[src/design/ata_pkg.sv]
`timescale 1ns / 1ps
`default_nettype none
// ----------------------------------------------------------------------------
// ata_pkg: shared types and constants for the tilt angle unit
// Holds the payload structs, register indexes and the arctangent table.
// ----------------------------------------------------------------------------
package ata_pkg;

  localparam int ANGLE_FRAC_BITS_DEF = 8;
  localparam int UNIT_BITS           = 20;
  localparam int CORDIC_STEPS        = 24;
  localparam int SQRT_STEPS          = 31;
  localparam int FIFO_DEPTH          = 4;

  localparam logic [1:0] REG_OFFSET_X = 2'd0;
  localparam logic [1:0] REG_OFFSET_Y = 2'd1;
  localparam logic [1:0] REG_OFFSET_Z = 2'd2;
  localparam logic [1:0] REG_GRAVITY  = 2'd3;
  localparam logic [14:0] GRAVITY_RESET = 15'd8192;

  typedef struct packed {
    logic signed [15:0] accel_x;
    logic signed [15:0] accel_y;
    logic signed [15:0] accel_z;
  } in_item_t;

  typedef struct packed {
    logic signed [15:0] corr_x;
    logic signed [15:0] corr_y;
    logic signed [15:0] corr_z;
    logic signed [15:0] roll_angle;
    logic signed [15:0] pitch_angle;
  } out_item_t;

  // Corrected axes handed from the front end to the angle pipeline.
  typedef struct packed {
    logic signed [15:0] cx;
    logic signed [15:0] cy;
    logic signed [15:0] cz;
  } corr_t;

  // atan(2^-i) in units of 2^-20 degree
  function automatic logic [25:0] atan_tab(input logic [4:0] i);
    logic [25:0] v;
    begin
      v = '0;
      unique case (i)
        5'd0:  v = 26'd47185920;
        5'd1:  v = 26'd27855475;
        5'd2:  v = 26'd14718068;
        5'd3:  v = 26'd7471121;
        5'd4:  v = 26'd3750058;
        5'd5:  v = 26'd1876857;
        5'd6:  v = 26'd938658;
        5'd7:  v = 26'd469357;
        5'd8:  v = 26'd234682;
        5'd9:  v = 26'd117342;
        5'd10: v = 26'd58671;
        5'd11: v = 26'd29335;
        5'd12: v = 26'd14668;
        5'd13: v = 26'd7334;
        5'd14: v = 26'd3667;
        5'd15: v = 26'd1833;
        5'd16: v = 26'd917;
        5'd17: v = 26'd458;
        5'd18: v = 26'd229;
        5'd19: v = 26'd115;
        5'd20: v = 26'd57;
        5'd21: v = 26'd29;
        5'd22: v = 26'd14;
        5'd23: v = 26'd7;
        default: v = '0;
      endcase
      return v;
    end
  endfunction

endpackage
`default_nettype wire

[src/design/ata_fifo.sv]
`timescale 1ns / 1ps
`default_nettype none
// ----------------------------------------------------------------------------
// ata_fifo: small register queue
// First-word-fall-through queue used between the front end and the pipeline.
// ----------------------------------------------------------------------------
module ata_fifo
  import ata_pkg::*;
#(
  parameter int WIDTH = 48,
  parameter int DEPTH = FIFO_DEPTH
) (
  input  wire logic             clk,
  input  wire logic             rst_n,
  input  wire logic             wr_en,
  input  wire logic [WIDTH-1:0] wr_data,
  output logic                  full,
  input  wire logic             rd_en,
  output logic [WIDTH-1:0]      rd_data,
  output logic                  empty
);
  localparam int AW = (DEPTH > 1) ? $clog2(DEPTH) : 1;

  logic [WIDTH-1:0] mem_r [DEPTH];
  logic [AW-1:0]    wp_r, rp_r;
  logic [AW:0]      cnt_r;

  assign full    = (cnt_r == (AW+1)'(DEPTH));
  assign empty   = (cnt_r == '0);
  assign rd_data = mem_r[rp_r];

  always_ff @(posedge clk) begin
    if (wr_en && !full) mem_r[wp_r] <= wr_data;
  end

  always_ff @(posedge clk) begin
    if (!rst_n) begin
      wp_r  <= '0;
      rp_r  <= '0;
      cnt_r <= '0;
    end else begin
      if (wr_en && !full) wp_r <= (wp_r == AW'(DEPTH-1)) ? '0 : wp_r + 1'b1;
      if (rd_en && !empty) rp_r <= (rp_r == AW'(DEPTH-1)) ? '0 : rp_r + 1'b1;
      cnt_r <= cnt_r + (AW+1)'(wr_en && !full) - (AW+1)'(rd_en && !empty);
    end
  end
endmodule
`default_nettype wire

[config.mk]
export PLATFORM = sky130hd
export DESIGN_NAME = ata_fifo
export DESIGN_NICKNAME = d
export VERILOG_FILES = /design/src/design/ata_pkg.sv /design/src/design/ata_fifo.sv
export SDC_FILE = /design/constraint.sdc
export NUM_CORES = 1
export LEC_CHECK = 0
export ABC_AREA = 1
export BUFFER_PORTS_ARGS = -buffer_cell sky130_fd_sc_hd__buf_2
export CAP_MARGIN = 10
export CORE_UTILIZATION = 30
export CTS_BUF_LIST = sky130_fd_sc_hd__clkbuf_8
export DETAILED_ROUTE_END_ITERATION = 7
export GPL_ROUTABILITY_DRIVEN = 0
export PLACE_DENSITY = 0.57
export SLEW_MARGIN = 10
export SYNTH_ARGS = -nofsm -noshare
export SYNTH_HDL_FRONTEND = slang
export SYNTH_SLANG_ARGS = --single-unit
[constraint.sdc]
create_clock -name clk -period 3.63 [get_ports clk]
set_input_delay 0.363 -clock clk [delete_from_list [all_inputs] [get_ports clk]]
set_output_delay 0.363 -clock clk [all_outputs]
set_load 0.01 [all_outputs]
# Word-level counts from Yosys, hierarchy flattened
# Memory sizes are Yosys's and may differ from the RTL's. A register that Yosys moved wholly into a read port is not among the register bits.
# Cells that the tools add are included.
dict set report classes {
  n_addsub 4
  n_eq_ne 3
  n_mux 6
  n_reduce_logical 5
}
# operator count
set op_table {}
lappend op_table {{two-way mux 2 bit} 4}
lappend op_table {{adder 2 x 1 -> 2 bit (second input constant)} 2}
lappend op_table {{== test 2 bit (second input constant)} 2}
lappend op_table {{adder 3 x 1 -> 3 bit} 1}
lappend op_table {{== test 3 bit (second input constant)} 1}
lappend op_table {{logical NOT 3 bit} 1}
lappend op_table {{subtractor 3 x 1 -> 3 bit} 1}
lappend op_table {{logical AND 1 bit} 2}
lappend op_table {{logical NOT 1 bit} 2}
lappend op_table {{two-way mux 1 bit} 2}
dict set report word_totals {
  ff_bits 7
  mem_bits_rw 192
  input_bits 52
  mem_count 1
}
# memory depth word_bits rd rd_clocked_by_memory_dff wr line
set memory_table {}
lappend memory_table {mem_r 4 48 1 1 1 ata_fifo.sv:24} ;# logic [WIDTH-1:0] mem_r [DEPTH];

# Depth between registers and ports, before layout
dict set report logic_depth {
  depth_word 5
  mapped_depth 11
  depth_no_buf 11
}

# Worst setup path after synthesis
# No wires, ideal clock.
dict set report synth_path {
  kind {reg2reg}
  startpoint {register cnt_r[1]}
  endpoint {memory mem_r[0][0], enable pin}
  setup_time_ns 0.454
  arrival_ns 2.620
  required_ns 3.176
  slack_ns 0.556
  stages_incl_launch_ff 5
  period_less_slack_ns 3.074
  cell_sequence {dfxtp_1 nor2_1 nand2_1 nand2_2 nor2_1}
}
dict set report synth_between {
  elab_chain_len 5
}
# element line
set synth_lines {}
lappend synth_lines {{from (decl)} ata_fifo.sv:26} ;# logic [AW:0] cnt_r;
lappend synth_lines {{from (signal assigned)} ata_fifo.sv:44} ;# cnt_r <= cnt_r + (AW+1)'(wr_en && !full) - (AW+1)'(rd_en && !empty);
lappend synth_lines {{== test 3 bit} ata_fifo.sv:28} ;# assign full = (cnt_r == (AW+1)'(DEPTH));
lappend synth_lines {{logical NOT 1 bit} ata_fifo.sv:33} ;# if (wr_en && !full) mem_r[wp_r] <= wr_data;
lappend synth_lines {{logical AND 1 bit} ata_fifo.sv:33}
lappend synth_lines {{two-way mux 1 bit} ata_fifo.sv:33}
lappend synth_lines {{two-way mux 1 bit (implied by the code)} ata_fifo.sv:33}
lappend synth_lines {{to (decl)} ata_fifo.sv:24}
# Every way passes these cells.

==> flow_summary_export.csv <==
group,metric,value,unit
worst_setup_path,rr_worst_depth,5,
power_and_ir_drop,clkPwrFrac,29.5,%
global_routing,grt_pass1_vias,4551,
global_routing,grt_max_degree,97,
synth,ys_seq_elements,201,
die,die-width,162,um
die,start_util,30.5,%
global_routing,top_usage_layer,"met2",
power_and_ir_drop,power.switching,2080,uW
outcome,status,"finished clean",
die,die-area,26200,um2
finish,final_common_cell,"edfxtp_1",
power_and_ir_drop,p_seq_share,45.3,%
sta,max_freq,0.377,GHz
global_routing,grt_usage,12.4,%
finish,final_cell_mix,"edfxtp_1, buf_2, nor2_1",
clocking,cts_setup_buffers,0,
clocking,root_buffer,"clkbuf_8",
worst_setup_path,r2r_end,"mem_r[2][20]$_DFFE_PP_",
finish,fin_area,9100,um2
synth,ys_warn_count,0,
route,ant_nets,0,
global_routing,grt.met2_usage,21.5,%
placement,io_buffers,101,
die,rows,58,
finish,syn2layout_area_growth,18.8,%
route,routed_wl,16200,um
placement,place_ws,1420,ps
finish,drive_gt1_share,25.3,%
power_and_ir_drop,p_per_area,722,nW/um2
route,wl_per_cell,16.2,um
power_and_ir_drop,ir_drop,0.325,mV
die,core-area,25100,um2
sta,max-slew-margin-rel,38.0,%
worst_setup_path,cp.arrival,2290,ps
global_routing,gr-total-overflow,0,
global_routing,grt_pass1_wl,24600,um
hold_path,hold_start,"wr_data[1]",
power_and_ir_drop,comb_power_share,25.2,%
worst_setup_path,critPathRequiredTime,3270,ps
die,pin_count,102,
worst_setup_path,cp_max_fo,58,
clocking,numCtsBuffers,36,
global_routing,antenna_found_initial,2,
sta,rsz0062_at_grt,"no",
global_routing,grt_use_met3,3.06,%
route,drc_errors,0,
clocking,clkTransAtPathRegs,60,ps
route,num_vias,4544,
sta,fin_hold_ws,70.3,ps
sta,worst_pin_slew,929,ps
clocking,clock-sinks,201,
sta,final-setup-viol-count,0,
worst_setup_path,path_class,"reg2out",
sta,fin_crit_sh,73.1,%
hold_path,worstHoldPathCells,1,
synth,syn-cell-area,7670,um2
power_and_ir_drop,switching_share,31.6,%
power_and_ir_drop,p_int,4490,uW
power_and_ir_drop,leakagePower,0.00321,uW
worst_setup_path,crit_path_end,"rd_data[27]",
placement,place_hpwl,8590,um
sta,finalSetupTns,0,ps
finish,nets,706,
synth,yosysUniqueCellTypes,26,
flow_run,cap_violations,0,
finish,fillers,2452,
worst_setup_path,cp-start-kind,"register",
sta,layout_setup_ws,976,ps
synth,synth-seq-area-share,77.6,%
clocking,cts_buffer_depth,3,
clocking,hold_buffers,0,
clocking,cts_tree,"done",
synth,synth_area_per_cell,14.4,um2
finish,finish.utilization,36.3,%
placement,place_area,8450,um2
sta,finalMaxSlewViolations,0,
hold_path,hold_path.class,"in2reg",
route,drtIter0Drc,205,
worst_setup_path,reg2reg_slack,1610,ps
clocking,clkLatencyLatePin,510,ps
worst_setup_path,r2r-start,"cnt_r[1]$_SDFF_PN0_",
route,vias_per_cell,4.55,
clocking,htree_num_levels,2,
route,drtPass1Iterations,6,
clocking,cts_resized,0,
die,dieHeight,162,um
synth,synth_fp_nets,591,
worst_setup_path,cp-end-kind,"output pin",
global_routing,met1_usage,14.7,%
sta,fin_worst_skew,23.6,ps
sta,hold_violations,0,
synth,synth_cells,531,
sta,period_minus_slack,2650,ps
==> power groups by stage <==
stage | clock (uW) | combinational [uW] | sequential, uW
after global routing | 2120 | 1860 | 3010
after floorplan | 0 | 1150 | 2970
after CTS | 2010 | 1710 | 2980
after global placement | 0 | 1690 | 3020
final | 1940 | 1660 | 2980
after detailed placement | 0 | 1700 | 3030
==> final cells by class <==
type                       count  area [um2]  share of cell area, %
timing repair buffer         108         571                   6.27
inverter                      17        68.8                  0.756
antenna                        1        2.50                 0.0275
sequential                   201        5950                   65.4
clock buffer                  37         509                   5.59
tap                          330         413                   4.54
clock inverter                22         140                   1.54
multi-input combinational    282        1450                   15.9
==> stage by stage <==
step | power [uW] | instances
3_3_place_gp | 4710 | 938
5_1_grt | 6980 | 997
3_5_place_dp | 4730 | 938
4_1_cts | 6700 | 997
6_report | 6570 | 998
2_1_floorplan | 4120 | 531
==> Yosys cell counts <==
library cell	number	area, um2
a21oi_1	2	10.0
ha_1	7	87.6
inv_6	1	8.76
nand3b_1	1	7.51
clkbuf_1	4	15.0
buf_2	8	40.0
dfxtp_1	9	180
nor2_1	101	379
clkbuf_4	2	15.0
inv_2	1	3.75
buf_6	6	67.6
o21ai_1	9	45.0
inv_1	15	56.3
buf_4	4	30.0
xnor2_1	1	8.76
o21ai_0	87	435
nand2_1	12	45.0
buf_12	2	40.0
or2_2	1	6.26
nand3_1	1	5.00
edfxtp_1	192	5770
clkbuf_2	5	25.0
nor2_2	10	62.6
nand2_2	1	6.26
fa_1	1	20.0
o22ai_1	48	300
==> metal layers <==
layer / wire length [um] / share of wire (%) / up-vias
met2: 7940 / 49 / 123
li1: - / - / 2200
met4: 442 / 2.7 / 2
met3: 897 / 5.5 / 43
met5: 13 / 0.080 / -
met1: 6880 / 43 / 2176
==> worst max-delay path: stages, from the launching register on <==
cell	delay, ps
dfxtp_4	740
buf_4	480
o21ai_0	150
o22ai_1	220
buf_2	170
==> registers in the layout, indices dropped and copies added, names as in the netlist, named ones only <==
register  flops
mem_r       192
cnt_r         3
rp_r          2
wp_r          2
==> cells by family (layout without fill, tap and decap cells) <==
kind of cell             Yosys count  after routing  share of synthesized area [%]
AO/OA/AOI/OAI                    146            146                           10.3
XOR/XNOR                           1              1                          0.114
adder cells (fa/ha/maj)            8              8                           1.40
buffers and inverters             48            184                           3.93
flip-flops                       201            201                           77.6
other                              0              1                              0
AND/OR/NAND/NOR                  127            127                           6.68
==> worst min-delay path by stage <==
stage                                   endpoint  slack (ps)
after CTS                 mem_r[1][15]$_DFFE_PP_          40
after floorplan              cnt_r[0]$_SDFF_PN0_         460
after global routing      mem_r[1][11]$_DFFE_PP_          50
after detailed placement                register         510
final                      mem_r[2][1]$_DFFE_PP_          70
after global placement                  register         510
Note: power is estimated with default switching activity, not from simulation.
