===== src/design/ata_pkg.sv =====
`timescale 1ns / 1ps
`default_nettype none
// ----------------------------------------------------------------------------
// ata_pkg: shared types and constants for the tilt angle unit
// Holds the payload structs, register indexes and the arctangent table.
// ----------------------------------------------------------------------------
package ata_pkg;

  localparam int ANGLE_FRAC_BITS_DEF = 8;
  localparam int UNIT_BITS           = 20;
  localparam int CORDIC_STEPS        = 24;
  localparam int SQRT_STEPS          = 31;
  localparam int FIFO_DEPTH          = 4;

  localparam logic [1:0] REG_OFFSET_X = 2'd0;
  localparam logic [1:0] REG_OFFSET_Y = 2'd1;
  localparam logic [1:0] REG_OFFSET_Z = 2'd2;
  localparam logic [1:0] REG_GRAVITY  = 2'd3;
  localparam logic [14:0] GRAVITY_RESET = 15'd8192;

  typedef struct packed {
    logic signed [15:0] accel_x;
    logic signed [15:0] accel_y;
    logic signed [15:0] accel_z;
  } in_item_t;

  typedef struct packed {
    logic signed [15:0] corr_x;
    logic signed [15:0] corr_y;
    logic signed [15:0] corr_z;
    logic signed [15:0] roll_angle;
    logic signed [15:0] pitch_angle;
  } out_item_t;

  // Corrected axes handed from the front end to the angle pipeline.
  typedef struct packed {
    logic signed [15:0] cx;
    logic signed [15:0] cy;
    logic signed [15:0] cz;
  } corr_t;

  // atan(2^-i) in units of 2^-20 degree
  function automatic logic [25:0] atan_tab(input logic [4:0] i);
    logic [25:0] v;
    begin
      v = '0;
      unique case (i)
        5'd0:  v = 26'd47185920;
        5'd1:  v = 26'd27855475;
        5'd2:  v = 26'd14718068;
        5'd3:  v = 26'd7471121;
        5'd4:  v = 26'd3750058;
        5'd5:  v = 26'd1876857;
        5'd6:  v = 26'd938658;
        5'd7:  v = 26'd469357;
        5'd8:  v = 26'd234682;
        5'd9:  v = 26'd117342;
        5'd10: v = 26'd58671;
        5'd11: v = 26'd29335;
        5'd12: v = 26'd14668;
        5'd13: v = 26'd7334;
        5'd14: v = 26'd3667;
        5'd15: v = 26'd1833;
        5'd16: v = 26'd917;
        5'd17: v = 26'd458;
        5'd18: v = 26'd229;
        5'd19: v = 26'd115;
        5'd20: v = 26'd57;
        5'd21: v = 26'd29;
        5'd22: v = 26'd14;
        5'd23: v = 26'd7;
        default: v = '0;
      endcase
      return v;
    end
  endfunction

endpackage
`default_nettype wire


===== src/design/ata_front.sv =====
`timescale 1ns / 1ps
`default_nettype none
// ----------------------------------------------------------------------------
// ata_front: calibration front end
// Holds the calibration registers and corrects one sample, registered.
// ----------------------------------------------------------------------------
module ata_front
  import ata_pkg::*;
(
  input  wire logic        clk,
  input  wire logic        rst_n,
  input  wire logic        cfg_we,
  input  wire logic [1:0]  cfg_idx,
  input  wire logic [15:0] cfg_data,
  input  wire logic        in_take,
  input  wire logic        c_ready,
  input  wire in_item_t    in_item,
  output logic             c_valid,
  output corr_t            c_item
);
  logic signed [15:0] off_x_r, off_y_r, off_z_r;
  logic [14:0]        grav_r;
  logic               c_valid_r;
  corr_t              c_item_r, c_nxt;

  function automatic logic signed [15:0] sat16(input logic signed [17:0] v);
    if (v > 18'sd32767) return 16'sh7fff;
    if (v < -18'sd32768) return 16'sh8000;
    return v[15:0];
  endfunction

  always_comb begin
    c_nxt.cx = sat16(18'(in_item.accel_x) - 18'(off_x_r));
    c_nxt.cy = sat16(18'(in_item.accel_y) - 18'(off_y_r));
    c_nxt.cz = sat16(18'(in_item.accel_z) - 18'(off_z_r)
                     + $signed({3'b0, grav_r}));
  end

  always_ff @(posedge clk) begin
    if (!rst_n) begin
      off_x_r <= '0;
      off_y_r <= '0;
      off_z_r <= '0;
      grav_r  <= GRAVITY_RESET;
    end else if (cfg_we) begin
      unique case (cfg_idx)
        REG_OFFSET_X: off_x_r <= cfg_data;
        REG_OFFSET_Y: off_y_r <= cfg_data;
        REG_OFFSET_Z: off_z_r <= cfg_data;
        REG_GRAVITY:  grav_r  <= cfg_data[14:0];
        default: ;
      endcase
    end
  end

  // hold the corrected sample until the queue behind can take it
  always_ff @(posedge clk) begin
    if (!rst_n)       c_valid_r <= 1'b0;
    else if (in_take) c_valid_r <= 1'b1;
    else if (c_ready) c_valid_r <= 1'b0;
  end

  always_ff @(posedge clk) begin
    if (in_take) c_item_r <= c_nxt;
  end

  assign c_valid = c_valid_r;
  assign c_item  = c_item_r;
endmodule
`default_nettype wire


===== config.mk =====
export PLATFORM = sky130hd
export DESIGN_NAME = ata_front
export DESIGN_NICKNAME = d
export VERILOG_FILES = /design/src/design/ata_pkg.sv /design/src/design/ata_front.sv
export SDC_FILE = /design/constraint.sdc
export NUM_CORES = 1
export LEC_CHECK = 0
export ABC_AREA = 1
export BUFFER_PORTS_ARGS = -buffer_cell sky130_fd_sc_hd__buf_2
export CAP_MARGIN = 20
export CORE_AREA = 3 3 120 122
export DETAILED_ROUTE_END_ITERATION = 10
export DIE_AREA = 0 0 123 125
export PLACE_DENSITY = 0.81
export SLEW_MARGIN = 20
export SYNTH_ARGS = -nofsm -noshare
export SYNTH_HDL_FRONTEND = slang
export SYNTH_SLANG_ARGS = --single-unit

===== constraint.sdc =====
create_clock -name clk -period 3.6 [get_ports clk]
set_input_delay 0.18 -clock clk [delete_from_list [all_inputs] [get_ports clk]]
set_output_delay 0.18 -clock clk [all_outputs]
set_load 0.02 [all_outputs]

# After elaboration in Yosys (flattened, before gate mapping)
# Cells that the tools add are included.
[op_classes]
n_eq_ne = 3
n_addsub = 4
n_reduce_logical = 6
magnitude_cmp = 6
mux = 23
[op_table]
columns = ["op", "count"]
rows = [
  ["$mux 16", 12],
  ["$sub 16x16->17", 3],
  ["$gt 17x16->1 const B", 2],
  ["$lt 17x16->1 const B", 2],
  ["$add 17x16->18", 1],
  ["$gt 18x16->1 const B", 1],
  ["$lt 18x16->1 const B", 1],
  ["$mux 1", 11],
  ["$reduce_and 2->1", 4],
  ["$eq 2x2->1 const B", 2],
  ["$eq 2x1->1 const B", 1],
  ["$logic_not 2->1", 1],
  ["$reduce_bool 2->1", 1],
]
[word_totals]
output_inout_bits = 49
reg_bits = 112
elab_cells = 50
input_bits = 71

# Logic depth before layout (Yosys ltp)
[depth]
depth_word = 7
mapped_depth = 19
depth_no_buf = 18

# Worst setup path after synthesis
# No wires, ideal clock.
[synth_timing]
path_kind = "register to register"
startpoint = "reg grav_r[1]"
endpoint = "reg c_item_r (netlist bit c_item[10]) (data pin)"
n_path_buf = 1
t_arrival_ns = 2.296
stages_incl_launch_ff = 14
required_time_ns = 3.348
path_slack_ns = 1.051
setup_ns = 0.252
path_cell_list = "dfxtp_1 -> inv_1 -> fa_1 -> fa_1 -> nand3b_1 -> nand2_1 -> nand2_1 -> nand2_2 -> nand2_1 -> nand3_1 -> nand2_2 -> o21ai_4 -> buf_6 -> nand2_1"
[synth_via]
elab_chain_cells = 6
word_cells_on_any_way = 9
cone_classes = "add/sub (1); order compare (2); mux (6)"
[synth_rtl]
columns = ["element", "line", "source"]
rows = [
  ["from (decl)", "ata_front.sv:22", "logic [14:0] grav_r;"],
  ["from (signal assigned)", "ata_front.sv:50", "REG_GRAVITY: grav_r <= cfg_data[14:0];"],
  ["$add 17x16->18 *", "ata_front.sv:36", "+ $signed({3'b0, grav_r}));"],
  ["$lt 18x16->1", "ata_front.sv:28", "if (v < -18'sd32768) return 16'sh8000;"],
  ["$mux 1 (2 in series)", "ata_front.sv:28", ""],
  ["$mux 16", "ata_front.sv:29", "return v[15:0];"],
  ["$mux 16 *", "ata_front.sv:28", ""],
  ["to (signal assigned)", "ata_front.sv:64", "if (in_take) c_item_r <= c_nxt;"],
  ["to (decl)", "ata_front.sv:24", "corr_t c_item_r, c_nxt;"],
]
# Every way passes the cells marked *; elsewhere a longest branch is shown, timed or not. The select of a mux whose other input is x is not followed.
# A chain may end at the register's enable or synchronous reset.

# Worst setup path after layout
[layout_timing]
startpoint = "reg grav_r[0]"
endpoint = "reg c_item_r (netlist bit c_item[1]) (data pin)"
# Same word-level chain as after synthesis.

==> key figures <==
Final layout
  • # diodes: 0
  • Area Growth Syn to Fin: 13.38%
  • Nets: 1222
  • Layout cells sized above 1: 0.1627

Pwr
  • Pleak: about 4.2 nW
  • Pwr dens: 475.5 nW/um^2
  • Max VDD drop: 0.0002369 V

Worst setup path
  • CP startpoint kind: flop
  • CP arrival: between 2 and 3 ns
  • Reg2reg start: grav_r[0]
  • Critical path class: flop to flop
  • CP Launch Point: grav_r[0]
  • Req. time, crit path: around 3.7 ns
  • Nature of the critical path endpoint: flop
  • Crit path max fanout: 15

Synth
  • Dominant synthesized flop cell: dfxtp_1
  • Area of the mapped netlist: approximately 7400 sq um
  • Synth area leader: edfxtp_1
  • Yosys warnings: 0
  • Yosys top cell area share: 0.1953
  • Sequential share of the synthesized area: 0.3689
  • Mapped Cells: a little under 1000
  • Syn_nets: around 1100
  • Post-synth cell types: 41
  • FFs w/ async S/R, synth: 0
  • Syn Area/Cell: approximately 7.6 sq um
  • EDFF count, synth: 48
  • Synth Register Bits: about 110
  • Synth top area cells: edfxtp_1 20%, dfxtp_1 17%, nand2_1 12%, ha_1 8.6%, inv_1 8.3%

Status
  • Status: finished, final reports clean

STA
  • Worst slew pin tran: approximately 0.96 ns
  • Slew HR: 0.3614
  • Fin crit share: 0.7981
  • Hold_ws: about 0.10 ns
  • Setup violators final: 0
  • Setup TNS: 0 ns
  • Unrepaired setup endpoints after global routing: false
  • Worst Skew: 0.007677 ns
  • Final worst path period need: 2.873 ns
  • Fmax: 0.3481 GHz
  • Pins Over Slew Limit: 0
  • Final hold violations: 0

Clocking
  • Post-CTS Resized: 0
  • CTS tree: done
  • CTS Buf Count: 9
  • Clk buf depth: 2
  • # clock sinks: about 110
  • CTS Hold Bufs: 0
  • Worst-path clk slew: 0.08 ns
  • Worst skew pair latency: between 0.3 and 0.4 ns
  • Root Driver: clkbuf_16
  • H-Tree Depth: 3
  • Setup Buffers After CTS: 0

Detailed routing
  • Drt drc: 0
  • DRT Pass-1 Iters: 5
  • Post-route ant nets: 0
  • Routed wire per std cell: 12.85 um
  • Drt via density: a little over 5
  • Initial DRC count: around 360
  • Total wire length: about 16 mm
  • Via Count: around 6400

Hold path
  • Hold crit path type: input pin to flop
  • Hold Startpoint: c_ready

Job
  • Max-cap viol count: 0

Die
  • Die area: 15380 sq um
  • # rows: 42
  • Die height: ~130 um
  • Io pins: 120
  • Die Span X: approximately 120 um
  • Starting Density: 0.5551
  • Core footprint: 13300 sq um

Placed design
  • Gpl congestion: roughly 0.91
  • DPL Wire Length: ~13 mm
  • IO buf count: between 100 and 150

Global route
  • GRT Overall Usage: 0.2180
  • Initial antenna violation count: 0
  • Total gr overflow: 0
  • Largest net degree at the start of global routing: 63
  • Vias in the first global route: ~6000
  • First-pass GRT wire length: between 20 and 30 mm
[flip-flops by register name, summed over array words and instances (netlist names)]
signal	cells
grav_r	15
off_z_r	16
off_x_r	16
c_item	48
c_valid	1
off_y_r	16
[critical path, stage by stage, from the launching register on]
cell	delay, ns
dfxtp_1	0.32
inv_1	0.05
ha_1	0.26
inv_1	0.05
ha_1	0.22
inv_1	0.07
fa_1	0.40
nand3b_1	0.18
nand2_1	0.13
nand2_1	0.08
nand2_2	0.11
nand2_1	0.08
nand3_1	0.09
nand2_2	0.09
o21ai_4	0.37
nand2_1	0.11
[per-stage QoR]
| stage | power (mW) | cell area (sq um) | cells | utilization | setup WS, ns |
|---|---|---|---|---|---|
| 3_5_place_dp | 3.045 | 8087 | 1248 | 0.6082 | 0.7686 |
| 2_1_floorplan | 2.706 | 7381 | 974 | - | 1.051 |
| 6_report | 3.979 | 8368 | 1264 | 0.6294 | 0.7269 |
| 4_1_cts | 4.004 | 8366 | 1264 | 0.6292 | 0.7303 |
| 5_1_grt | 4.256 | 8368 | 1264 | 0.6294 | 0.5070 |
| 3_3_place_gp | 3.007 | 8087 | 1248 | 0.6082 | 0.8452 |
[cell usage in the layout (no fill, tap or decap), types with 3 or more instances in the layout]
| cell | count |
|---|---|
| a21o_1 | 4 |
| fa_1 | 17 |
| xor2_1 | 23 |
| o21bai_1 | 8 |
| nand3b_1 | 3 |
| buf_2 | 118 |
| clkinv_1 | 3 |
| inv_6 | 3 |
| and2_1 | 3 |
| buf_4 | 3 |
| xnor2_1 | 10 |
| nor3_1 | 7 |
| nand3_1 | 31 |
| nand4_1 | 5 |
| o21ai_0 | 65 |
| inv_1 | 164 |
| edfxtp_1 | 48 |
| nand2_4 | 4 |
| inv_2 | 3 |
| nor2_1 | 70 |
| nand2_1 | 242 |
| dfxtp_1 | 64 |
| nand2_2 | 22 |
| ha_1 | 51 |
| a21oi_1 | 89 |
| clkbuf_16 | 9 |
[final timing paths]
path / cells past startpoint / slack, ns / to
setup / recovery: 15 / 0.73 / c_item[1]
hold / removal: 4 / 0.10 / c_valid
setup reg to reg: 15 / 0.73 / c_item[1]
hold reg to reg: 2 / 0.46 / off_y_r[13]
[report_power, final]
| group | internal (mW) | switching, mW | leakage, nW | total, mW |
|---|---|---|---|---|
| registers | 1.54 | 0.0399 | 0.982 | 1.58 |
| clock network | 0.479 | 0.483 | 0.136 | 0.962 |
| logic | 0.509 | 0.932 | 3.05 | 1.44 |
[synthesized netlist by cell type (2+ instances only)]
cell type,number
nand2_1,242
inv_1,164
a21oi_1,89
nor2_1,70
o21ai_0,65
dfxtp_1,64
ha_1,51
edfxtp_1,48
nand3_1,31
xor2_1,23
nand2_2,22
clkbuf_1,17
fa_1,17
xnor2_1,10
o21bai_1,8
nor3_1,7
nand4_1,5
a21o_1,4
nand2_4,4
and2_1,3
buf_6,3
inv_2,3
nand3b_1,3
clkinv_1,2
nand3_2,2
nor3_2,2
[logic make-up after synthesis]
family,after synthesis,synth area share
compound gates,171,0.1238
xor+xnor,33,0.03916
fa+ha+maj,68,0.1326
buf+inv,192,0.1029
flops,112,0.3689
simple gates,398,0.2328
[routing by layer]
metal / routed length, um / up-vias / GRT usage / share of wire
li1: - / 3306 / - / -
met1: 7326 / 2870 / 0.2851 / 0.45
met2: 7629 / 161 / 0.3664 / 0.47
met3: 864 / 30 / 0.02484 / 0.053
met4: 419 / 0 / 0.08795 / 0.026
met5: 0 / - / 0 / 0
[area by class of cell]
type	count	area, sq um
sequential	112	2723
inverter	169	634.4
multi-input combinational	670	3899
clock inverter	7	53.80
timing repair buffer	121	613.1
fill	1181	4927
clock buffer	9	225.2
tap	176	220.2
(Power assumes the default switching activity.)
